--- config.mk ---
export PLATFORM = sky130hd
export DESIGN_NAME = sha256_byte_stream_hasher_unit
export DESIGN_NICKNAME = d
export VERILOG_FILES = /design/src/sv/sha_pkg.sv /design/src/sv/sha_fifo.sv /design/src/sv/sha_core.sv /design/src/sv/sha256_byte_stream_hasher_unit.sv
export SDC_FILE = /design/constraint.sdc
export NUM_CORES = 2
export LEC_CHECK = 0
export BUFFER_PORTS_ARGS = -buffer_cell sky130_fd_sc_hd__buf_2
export CAP_MARGIN = 25
export CORE_ASPECT_RATIO = 0.6
export CORE_MARGIN = 5
export CORE_UTILIZATION = 45
export DETAILED_ROUTE_END_ITERATION = 7
export PLACE_DENSITY_LB_ADDON = 0.2
export SLEW_MARGIN = 5
export SYNTH_ARGS = -nofsm -noshare
export SYNTH_HDL_FRONTEND = slang
export SYNTH_HIERARCHICAL = 1
export SYNTH_SLANG_ARGS = --single-unit
export TNS_END_PERCENT = 1
--- constraint.sdc ---
create_clock -name clk -period 33.1 [get_ports clk]
set_input_delay 1.655 -clock clk [delete_from_list [all_inputs] [get_ports clk]]
set_output_delay 1.655 -clock clk [all_outputs]
set_load 0.005 [all_outputs]
--- src/sv/sha_pkg.sv ---
// Shared constants, types and round functions for the SHA-256 hasher.
package sha_pkg;

	localparam int unsigned WordW = 32;
	localparam int unsigned QueueDepthDefault = 4;

	typedef logic [WordW-1:0] word_t;

	// Item as passed from the front end to the compression back end
	typedef struct packed {
		logic       has_byte;
		logic [7:0] data_byte;
		logic       msg_end;
	} item_t;

	localparam word_t InitH [8] = '{
		32'h6a09e667, 32'hbb67ae85, 32'h3c6ef372, 32'ha54ff53a,
		32'h510e527f, 32'h9b05688c, 32'h1f83d9ab, 32'h5be0cd19
	};

	function automatic word_t round_k(input logic [5:0] r);
		word_t k;
		case (r)
			6'd0: k = 32'h428a2f98; 6'd1: k = 32'h71374491;
			6'd2: k = 32'hb5c0fbcf; 6'd3: k = 32'he9b5dba5;
			6'd4: k = 32'h3956c25b; 6'd5: k = 32'h59f111f1;
			6'd6: k = 32'h923f82a4; 6'd7: k = 32'hab1c5ed5;
			6'd8: k = 32'hd807aa98; 6'd9: k = 32'h12835b01;
			6'd10: k = 32'h243185be; 6'd11: k = 32'h550c7dc3;
			6'd12: k = 32'h72be5d74; 6'd13: k = 32'h80deb1fe;
			6'd14: k = 32'h9bdc06a7; 6'd15: k = 32'hc19bf174;
			6'd16: k = 32'he49b69c1; 6'd17: k = 32'hefbe4786;
			6'd18: k = 32'h0fc19dc6; 6'd19: k = 32'h240ca1cc;
			6'd20: k = 32'h2de92c6f; 6'd21: k = 32'h4a7484aa;
			6'd22: k = 32'h5cb0a9dc; 6'd23: k = 32'h76f988da;
			6'd24: k = 32'h983e5152; 6'd25: k = 32'ha831c66d;
			6'd26: k = 32'hb00327c8; 6'd27: k = 32'hbf597fc7;
			6'd28: k = 32'hc6e00bf3; 6'd29: k = 32'hd5a79147;
			6'd30: k = 32'h06ca6351; 6'd31: k = 32'h14292967;
			6'd32: k = 32'h27b70a85; 6'd33: k = 32'h2e1b2138;
			6'd34: k = 32'h4d2c6dfc; 6'd35: k = 32'h53380d13;
			6'd36: k = 32'h650a7354; 6'd37: k = 32'h766a0abb;
			6'd38: k = 32'h81c2c92e; 6'd39: k = 32'h92722c85;
			6'd40: k = 32'ha2bfe8a1; 6'd41: k = 32'ha81a664b;
			6'd42: k = 32'hc24b8b70; 6'd43: k = 32'hc76c51a3;
			6'd44: k = 32'hd192e819; 6'd45: k = 32'hd6990624;
			6'd46: k = 32'hf40e3585; 6'd47: k = 32'h106aa070;
			6'd48: k = 32'h19a4c116; 6'd49: k = 32'h1e376c08;
			6'd50: k = 32'h2748774c; 6'd51: k = 32'h34b0bcb5;
			6'd52: k = 32'h391c0cb3; 6'd53: k = 32'h4ed8aa4a;
			6'd54: k = 32'h5b9cca4f; 6'd55: k = 32'h682e6ff3;
			6'd56: k = 32'h748f82ee; 6'd57: k = 32'h78a5636f;
			6'd58: k = 32'h84c87814; 6'd59: k = 32'h8cc70208;
			6'd60: k = 32'h90befffa; 6'd61: k = 32'ha4506ceb;
			6'd62: k = 32'hbef9a3f7; 6'd63: k = 32'hc67178f2;
			default: k = '0;
		endcase
		return k;
	endfunction

	function automatic word_t ror(input word_t v, input int unsigned s);
		return (v >> s) | (v << (WordW - s));
	endfunction

endpackage

--- src/sv/sha_fifo.sv ---
// Short item queue between the front end and the compression back end.
module sha_fifo import sha_pkg::*; #(
	parameter int unsigned Depth = QueueDepthDefault
) (
	input  logic  clk,
	input  logic  arst_n,
	input  logic  wr_valid,
	output logic  wr_ready,
	input  item_t wr_item,
	output logic  rd_valid,
	input  logic  rd_ready,
	output item_t rd_item
);
	localparam int unsigned AddrW = (Depth > 1) ? $clog2(Depth) : 1;

	item_t             mem_q [Depth];
	logic [AddrW-1:0]  wptr_q, rptr_q;
	logic [AddrW:0]    cnt_q;
	logic              push, pop;

	assign wr_ready = (cnt_q != (AddrW+1)'(Depth));
	assign rd_valid = (cnt_q != '0);
	assign push     = wr_valid && wr_ready;
	assign pop      = rd_valid && rd_ready;
	assign rd_item  = mem_q[rptr_q];

	// Store incoming items
	always_ff @(posedge clk) begin
		if (push) begin
			mem_q[wptr_q] <= wr_item;
		end
	end

	// Advance pointers and occupancy
	always_ff @(posedge clk or negedge arst_n) begin
		if (!arst_n) begin
			wptr_q <= '0;
			rptr_q <= '0;
			cnt_q  <= '0;
		end else begin
			if (push) begin
				wptr_q <= (wptr_q == AddrW'(Depth - 1)) ? '0 : wptr_q + 1'b1;
			end
			if (pop) begin
				rptr_q <= (rptr_q == AddrW'(Depth - 1)) ? '0 : rptr_q + 1'b1;
			end
			if (push && !pop) begin
				cnt_q <= cnt_q + 1'b1;
			end else if (pop && !push) begin
				cnt_q <= cnt_q - 1'b1;
			end
		end
	end

	assert property (@(posedge clk) disable iff (!arst_n)
		cnt_q <= (AddrW+1)'(Depth)) else $error("queue overfilled");
	assert property (@(posedge clk) disable iff (!arst_n)
		(cnt_q == '0) |-> !pop) else $error("pop from empty queue");
	assert property (@(posedge clk) disable iff (!arst_n)
		(push && !pop) |=> (cnt_q == $past(cnt_q) + 1'b1))
		else $error("occupancy lost a push");
endmodule

--- src/sv/sha_core.sv ---
// Back end: block packing, padding, 64-round compression and digest output.
module sha_core import sha_pkg::*; (
	input  logic        clk,
	input  logic        arst_n,
	input  logic        in_valid,
	output logic        in_ready,
	input  item_t       in_item,
	output logic        out_valid,
	input  logic        out_ready,
	output logic [31:0] digest_word,
	output logic [2:0]  word_index,
	output logic        last_word
);
	typedef enum logic [2:0] {
		ST_IDLE, ST_PAD, ST_ROUND, ST_FOLD, ST_EMIT
	} state_t;

	state_t       state_q;
	word_t        blk_q [16];  // block bytes, four per word, big-endian
	logic [5:0]   fill_q;
	logic [63:0]  bits_q;
	logic [63:0]  len_q;
	logic         fin_q;     // padding in progress for the message end
	logic         second_q;  // end marker already written
	logic         spill_q;   // length goes in this second padding block
	logic         last_q;    // block being compressed holds the length
	word_t        h_q [8];
	word_t        v_q [8];
	word_t        w_q [16];
	logic [5:0]   rnd_q;
	logic [2:0]   oidx_q;

	word_t w_cur, x15, x2, s0, s1, big0, big1, ch, maj, t1, t2;
	logic [63:0] len_sh;
	logic [7:0]  pad_byte;
	logic        len_here;

	assign in_ready    = (state_q == ST_IDLE);
	assign out_valid   = (state_q == ST_EMIT);
	assign digest_word = h_q[oidx_q];
	assign word_index  = oidx_q;
	assign last_word   = (oidx_q == 3'd7);

	// Message schedule and round datapath
	always_comb begin
		x15 = w_q[4'(rnd_q - 6'd15)];
		x2  = w_q[4'(rnd_q - 6'd2)];
		s0  = ror(x15, 7) ^ ror(x15, 18) ^ (x15 >> 3);
		s1  = ror(x2, 17) ^ ror(x2, 19) ^ (x2 >> 10);
		if (rnd_q < 6'd16) begin
			w_cur = blk_q[rnd_q[3:0]];
		end else begin
			w_cur = w_q[rnd_q[3:0]] + s0 + w_q[4'(rnd_q - 6'd7)] + s1;
		end
		big1 = ror(v_q[4], 6) ^ ror(v_q[4], 11) ^ ror(v_q[4], 25);
		ch   = (v_q[4] & v_q[5]) ^ (~v_q[4] & v_q[6]);
		t1   = v_q[7] + big1 + ch + round_k(rnd_q) + w_cur;
		big0 = ror(v_q[0], 2) ^ ror(v_q[0], 13) ^ ror(v_q[0], 22);
		maj  = (v_q[0] & v_q[1]) ^ (v_q[0] & v_q[2]) ^ (v_q[1] & v_q[2]);
		t2   = big0 + maj;
	end

	// Pick the padding byte: marker, zero or a byte of the bit length
	always_comb begin
		len_here = spill_q || (len_q[8:3] <= 6'd55);
		len_sh   = len_q << {fill_q[2:0], 3'b000};
		if (!second_q) begin
			pad_byte = 8'h80;
		end else if (fill_q >= 6'd56 && len_here) begin
			pad_byte = len_sh[63:56];
		end else begin
			pad_byte = 8'h00;
		end
	end

	// Sequence packing, padding, rounds and output
	always_ff @(posedge clk or negedge arst_n) begin
		if (!arst_n) begin
			state_q  <= ST_IDLE;
			fill_q   <= '0;
			bits_q   <= '0;
			fin_q    <= 1'b0;
			second_q <= 1'b0;
			spill_q  <= 1'b0;
			last_q   <= 1'b0;
			rnd_q    <= '0;
			oidx_q   <= '0;
			for (int i = 0; i < 8; i++) h_q[i] <= InitH[i];
		end else begin
			case (state_q)
				ST_IDLE: begin
					if (in_valid) begin
						len_q <= bits_q + {55'd0, fill_q, 3'd0}
							+ (in_item.has_byte ? 64'd8 : 64'd0);
						if (in_item.has_byte) begin
							blk_q[fill_q[5:2]][{~fill_q[1:0], 3'b000} +: 8] <= in_item.data_byte;
							fill_q <= fill_q + 6'd1;
						end
						fin_q <= in_item.msg_end;
						if (in_item.has_byte && fill_q == 6'd63) begin
							rnd_q   <= '0;
							for (int i = 0; i < 8; i++) v_q[i] <= h_q[i];
							state_q <= ST_ROUND;
						end else if (in_item.msg_end) begin
							state_q <= ST_PAD;
						end
					end
				end
				ST_PAD: begin
					// Write one padding byte per cycle; close the block at byte 63
					blk_q[fill_q[5:2]][{~fill_q[1:0], 3'b000} +: 8] <= pad_byte;
					second_q <= 1'b1;
					fill_q   <= fill_q + 6'd1;
					if (fill_q == 6'd63) begin
						rnd_q   <= '0;
						last_q  <= len_here;
						spill_q <= !len_here;
						for (int i = 0; i < 8; i++) v_q[i] <= h_q[i];
						state_q <= ST_ROUND;
					end
				end
				ST_ROUND: begin
					w_q[rnd_q[3:0]] <= w_cur;
					v_q[7] <= v_q[6]; v_q[6] <= v_q[5]; v_q[5] <= v_q[4];
					v_q[4] <= v_q[3] + t1;
					v_q[3] <= v_q[2]; v_q[2] <= v_q[1]; v_q[1] <= v_q[0];
					v_q[0] <= t1 + t2;
					rnd_q  <= rnd_q + 6'd1;
					if (rnd_q == 6'd63) state_q <= ST_FOLD;
				end
				ST_FOLD: begin
					for (int i = 0; i < 8; i++) h_q[i] <= h_q[i] + v_q[i];
					if (last_q) begin
						// length block done: offer the digest
						oidx_q   <= '0;
						last_q   <= 1'b0;
						fin_q    <= 1'b0;
						second_q <= 1'b0;
						spill_q  <= 1'b0;
						state_q  <= ST_EMIT;
					end else if (fin_q) begin
						state_q <= ST_PAD;
					end else begin
						// full data block done
						bits_q  <= bits_q + 64'd512;
						state_q <= ST_IDLE;
					end
				end
				ST_EMIT: begin
					if (out_ready) begin
						oidx_q <= oidx_q + 3'd1;
						if (oidx_q == 3'd7) begin
							for (int i = 0; i < 8; i++) h_q[i] <= InitH[i];
							bits_q  <= '0;
							state_q <= ST_IDLE;
						end
					end
				end
				default: state_q <= ST_IDLE;
			endcase
		end
	end

	assert property (@(posedge clk) disable iff (!arst_n)
		(state_q == ST_ROUND && rnd_q == 6'd63) |=> (state_q == ST_FOLD))
		else $error("round count overran");
	assert property (@(posedge clk) disable iff (!arst_n)
		(out_valid && !out_ready) |=> (out_valid && $stable(oidx_q)))
		else $error("digest word dropped under stall");
	assert property (@(posedge clk) disable iff (!arst_n)
		(out_valid && out_ready && last_word) |=> (state_q == ST_IDLE))
		else $error("digest did not end after word seven");
endmodule

--- src/sv/sha256_byte_stream_hasher_unit.sv ---
// Top level of the SHA-256 byte-stream hasher.
// Input channel: in_valid/in_ready carry one item of has_byte, data_byte and
// msg_end. Bytes pack big-endian into 64-byte blocks; each full block runs
// 64 compression rounds, one per cycle, and then a step that folds the hash words.
// An item with msg_end appends padding and the bit length (one byte a cycle),
// compresses one or two more blocks and then offers eight digest words on
// out_valid/out_ready, word 0 first, last_word set on word 7.
// The back end takes no new item while it pads, compresses a block or offers
// the digest; the words leave one per cycle while out_ready is high. A
// four-item queue in front lets the sender keep writing while the round unit
// is busy.
// Reset clears the queue and the byte count, and loads the
// standard initial hash values. While the receiver stalls the current digest
// word holds and the back end takes no new item; the queue then fills and
// in_ready drops.
module sha256_byte_stream_hasher_unit import sha_pkg::*; #(
	parameter int unsigned QueueDepth = QueueDepthDefault
) (
	input  logic        clk,
	input  logic        arst_n,
	input  logic        in_valid,
	output logic        in_ready,
	input  logic        has_byte,
	input  logic [7:0]  data_byte,
	input  logic        msg_end,
	output logic        out_valid,
	input  logic        out_ready,
	output logic [31:0] digest_word,
	output logic [2:0]  word_index,
	output logic        last_word
);
	item_t in_item, q_item;
	logic  q_valid, q_ready, keep;

	// Drop idle items at the front: they change nothing
	assign keep    = has_byte || msg_end;
	assign in_item = '{has_byte: has_byte, data_byte: data_byte, msg_end: msg_end};

	logic f_ready;
	assign in_ready = f_ready;

	sha_fifo #(.Depth(QueueDepth)) u_fifo (
		.clk(clk), .arst_n(arst_n),
		.wr_valid(in_valid && keep), .wr_ready(f_ready), .wr_item(in_item),
		.rd_valid(q_valid), .rd_ready(q_ready), .rd_item(q_item)
	);

	sha_core u_core (
		.clk(clk), .arst_n(arst_n),
		.in_valid(q_valid), .in_ready(q_ready), .in_item(q_item),
		.out_valid(out_valid), .out_ready(out_ready),
		.digest_word(digest_word), .word_index(word_index), .last_word(last_word)
	);
endmodule

==> impl_metrics.json <==
{
  "status": "completed",
  "remaining_drc_errors": 0,
  "first_global_vias": 72507,
  "cts.clk_slew.worst_paths_ns": 0.06,
  "cts_tree": "yes",
  "areaGrowthSynthToFinish_pct": 9.08,
  "cp_max_fo": 50,
  "cellLeakagePower_nw": 41.6,
  "multiInputGateArea_um2": 53400,
  "avgSynthCellArea_um2": 12.1,
  "slowest_delay_ns": 0.88,
  "critPathCaptureType": "register",
  "clkLatencyLatePin_ns": 0.89,
  "worstReg2RegEnd": "u_core/v_q[0][31]",
  "crit_required_ns": 33.63,
  "hold_violations": 0,
  "rr_worst_depth": 52,
  "slew_headroom": 0.118,
  "antenna_found_initial": 4,
  "h-tree-depth": 4,
  "grt_pass1_wl_um": 518000,
  "worst_slack_ns": 15.56,
  "setup_violations": 0,
  "cts_hold_buffers": 0,
  "hold_start": "u_fifo/cnt_q[2]",
  "ant_nets": 0,
  "grt_use_total": 0.283,
  "fillers": 20544,
  "ys.flop_type": "edfxtp_1",
  "power_w": 0.00908,
  "antenna_cells": 0,
  "crit_path_start_kind": "register",
  "drive_gt1_frac": 0.166,
  "gp_congestion": 1.01,
  "synthArstFlopShare": 0.198,
  "wl_per_cell_um": 29.8,
  "die_w_um": 638,
  "r2r_slack_ns": 15.56,
  "synth_warnings": 6,
  "tightest_slew_ns": 1.31,
  "synth-seq-area-share": 0.470,
  "setup_tns_ns": 0,
  "p_per_area_nw_per_um2": 78.1,
  "grt_max_degree": 125,
  "rows": 138,
  "min_period_ns": 17.54,
  "max_cap_violations": 0,
  "cp.arrival_ns": 18.06,
  "vias": 76623,
  "synth_cell_types": 92,
  "slew_violations": 0,
  "start_util": 0.452,
  "rsz0062_at_grt": "false",
  "grt_overflow": 0,
  "ios": 52,
  "cpMostUsedCell": "inv_1",
  "first_pass_iters": 6,
  "first_iter_violations": 11001,
  "regArea_um2": 50200,
  "nets": 9342,
  "postCtsResizedCells": 0,
  "fin_skew_ns": 0.0904,
  "clk_path_buf_depth": 4,
  "synth_seq_cells": 1721,
  "synth_nets": 9409,
  "dieArea_um2": 247000,
  "holdPathStages": 1,
  "synth_edf_count": 1381,
  "dp_hpwl_um": 254000,
  "io_buffer_count": 51,
  "layout_common_cells": "1,381 x edfxtp_1, 1,045 x nand2_1, 659 x mux4_2",
  "synth_cells": 8778,
  "fmax_ghz": 0.0570,
  "wirelength_um": 357000,
  "crit_slowest_cell": "o41ai_1",
  "worstSetupPathType": "register to register",
  "regToRegStartpoint": "u_core/rnd_q[0]",
  "clock-sinks": 1721,
  "synth_area_um2": 107000,
  "die_y_um": 387,
  "routed_via_density": 6.39,
  "whs_endpoint": "u_fifo/cnt_q[2]",
  "cts_setup_buffers": 0,
  "ir_drop_uv": 69.5,
  "place_ws_ns": 15.62,
  "hp-class": "register to register",
  "cts_buffers": 177,
  "final_common_cell": "edfxtp_1",
  "cts-root-buf": "clkbuf_16",
  "fin_crit_sh": 0.530,
  "core_um2": 236000
}
## state kept, by name, summed over array words and instances (netlist names)
name and cells:
u_fifo/mem_q 40, u_core/state_q 3, u_core/w_q 512, u_core/len_q 61, u_core/rnd_q 6, u_core/fin_q 1
u_core/last_q 1, u_core/v_q 256, u_fifo/rptr_q 2, u_core/bits_q 55, u_core/second_q 1, u_fifo/wptr_q 2
u_core/spill_q 1, u_core/word_index 3, u_core/h_q 256, u_core/blk_q 512, u_fifo/cnt_q 3, u_core/fill_q 6
## routing by layer
layer | track usage | vias up | wire (um)
li1 | - | 32696 | -
met1 | 0.457 | 38924 | 164000
met2 | 0.355 | 4562 | 135000
met3 | 0.111 | 439 | 52800
met4 | 0.0460 | 2 | 6050
met5 | 0 | - | 13
## cell families (layout without fill, tap and decap cells)
kind of cell / count (synthesis) / count (layout) / synth area share
mux: 903 / 903 / 0.164
buf+inv: 875 / 943 / 0.0317
flops: 1721 / 1721 / 0.470
xor+xnor: 668 / 668 / 0.0553
compound gates: 1685 / 1685 / 0.0970
simple gates: 2289 / 2289 / 0.0934
fa+ha+maj: 637 / 637 / 0.0882
## per-stage QoR
step	cells	utilization	cell area, um2	hold WS, ns
finish	11996	0.493	116000	0.486
global route	11996	0.493	116000	0.509
CTS	11980	0.493	116000	0.485
detailed placement	11666	0.470	111000	0.472
global placement	11652	0.469	111000	0.471
floorplan	8778	-	107000	0.447
## Yosys cell counts, types with 17 or more instances
| cell | n | share of area |
|---|---|---|
| nor3_1 | 154 | 0.0072 |
| or3_1 | 46 | 0.0027 |
| dfrtp_1 | 204 | 0.048 |
| a31oi_1 | 56 | 0.0033 |
| clkbuf_1 | 375 | 0.013 |
| a21boi_0 | 17 | 0.0012 |
| o311ai_0 | 17 | 0.0014 |
| ha_1 | 420 | 0.049 |
| nand2_1 | 1050 | 0.037 |
| dfstp_2 | 136 | 0.034 |
| o21a_1 | 41 | 0.0029 |
| and2_1 | 18 | 0.0011 |
| a221oi_1 | 17 | 0.0014 |
| a211oi_1 | 48 | 0.0034 |
| o21ai_0 | 474 | 0.022 |
| o22ai_1 | 25 | 0.0015 |
| o211ai_1 | 25 | 0.0018 |
| nand2b_1 | 54 | 0.0032 |
| buf_2 | 43 | 0.0020 |
| xor2_1 | 221 | 0.018 |
| nor2_1 | 556 | 0.020 |
| nand4_1 | 40 | 0.0023 |
| nand3_1 | 203 | 0.0095 |
| mux2i_1 | 166 | 0.016 |
| a21oi_1 | 520 | 0.024 |
| mux2_2 | 69 | 0.0073 |
| and3_1 | 43 | 0.0025 |
| mux4_2 | 659 | 0.14 |
| or2_2 | 21 | 0.0012 |
| o31ai_1 | 40 | 0.0028 |
| buf_1 | 78 | 0.0027 |
| inv_1 | 370 | 0.013 |
| maj3_1 | 20 | 0.0019 |
| nor2b_1 | 34 | 0.0020 |
| o21bai_1 | 55 | 0.0039 |
| xnor2_1 | 443 | 0.036 |
| edfxtp_1 | 1381 | 0.39 |
| fa_1 | 197 | 0.037 |
| a21o_1 | 181 | 0.013 |
| o221ai_1 | 37 | 0.0030 |
## worst max-delay path: cells and delay by family, from the launching register on
kind            cells  cell delay, ns
compound gates     20            5.45
xor+xnor            6            1.31
fa+ha+maj          10            4.63
buf+inv            11            3.13
flops               1            0.80
mux                 2            1.18
simple gates        3            0.46
## worst max-delay path by stage
stage / from / end / slack (ns) / cells after the start
final: u_core/rnd_q[0] / u_core/v_q[0][31] / 15.56 / 52
after global placement: u_core/rnd_q[0] / u_core/v_q[0][31] / 15.66 / 50
after CTS: u_core/rnd_q[0] / u_core/v_q[0][31] / 15.50 / 50
after global routing: u_core/rnd_q[0] / u_core/v_q[0][31] / 15.03 / 52
after detailed placement: u_core/rnd_q[0] / u_core/v_q[0][31] / 15.62 / 50
after floorplan: u_core/rnd_q[1] / u_core/v_q[0][31] / 18.95 / 54
## cell type report
type | instances | area share
clock buffer | 228 | 0.0408
clock inverter | 86 | 0.00601
inverter | 371 | 0.0120
multi-input combinational | 6182 | 0.459
sequential | 1721 | 0.431
tap | 3150 | 0.0339
timing repair buffer | 258 | 0.0169
## power breakdown
part / switching [W] / internal, W / leakage (nW) / total (W)
logic: 0.00253 / 0.00172 / 22.8 / 0.00425
registers: 0.000196 / 0.00266 / 16.1 / 0.00286
clock network: 0.000877 / 0.00109 / 2.66 / 0.00197
total: 0.00361 / 0.00547 / 41.6 / 0.00908
Note: power is estimated with default switching activity, not from simulation.
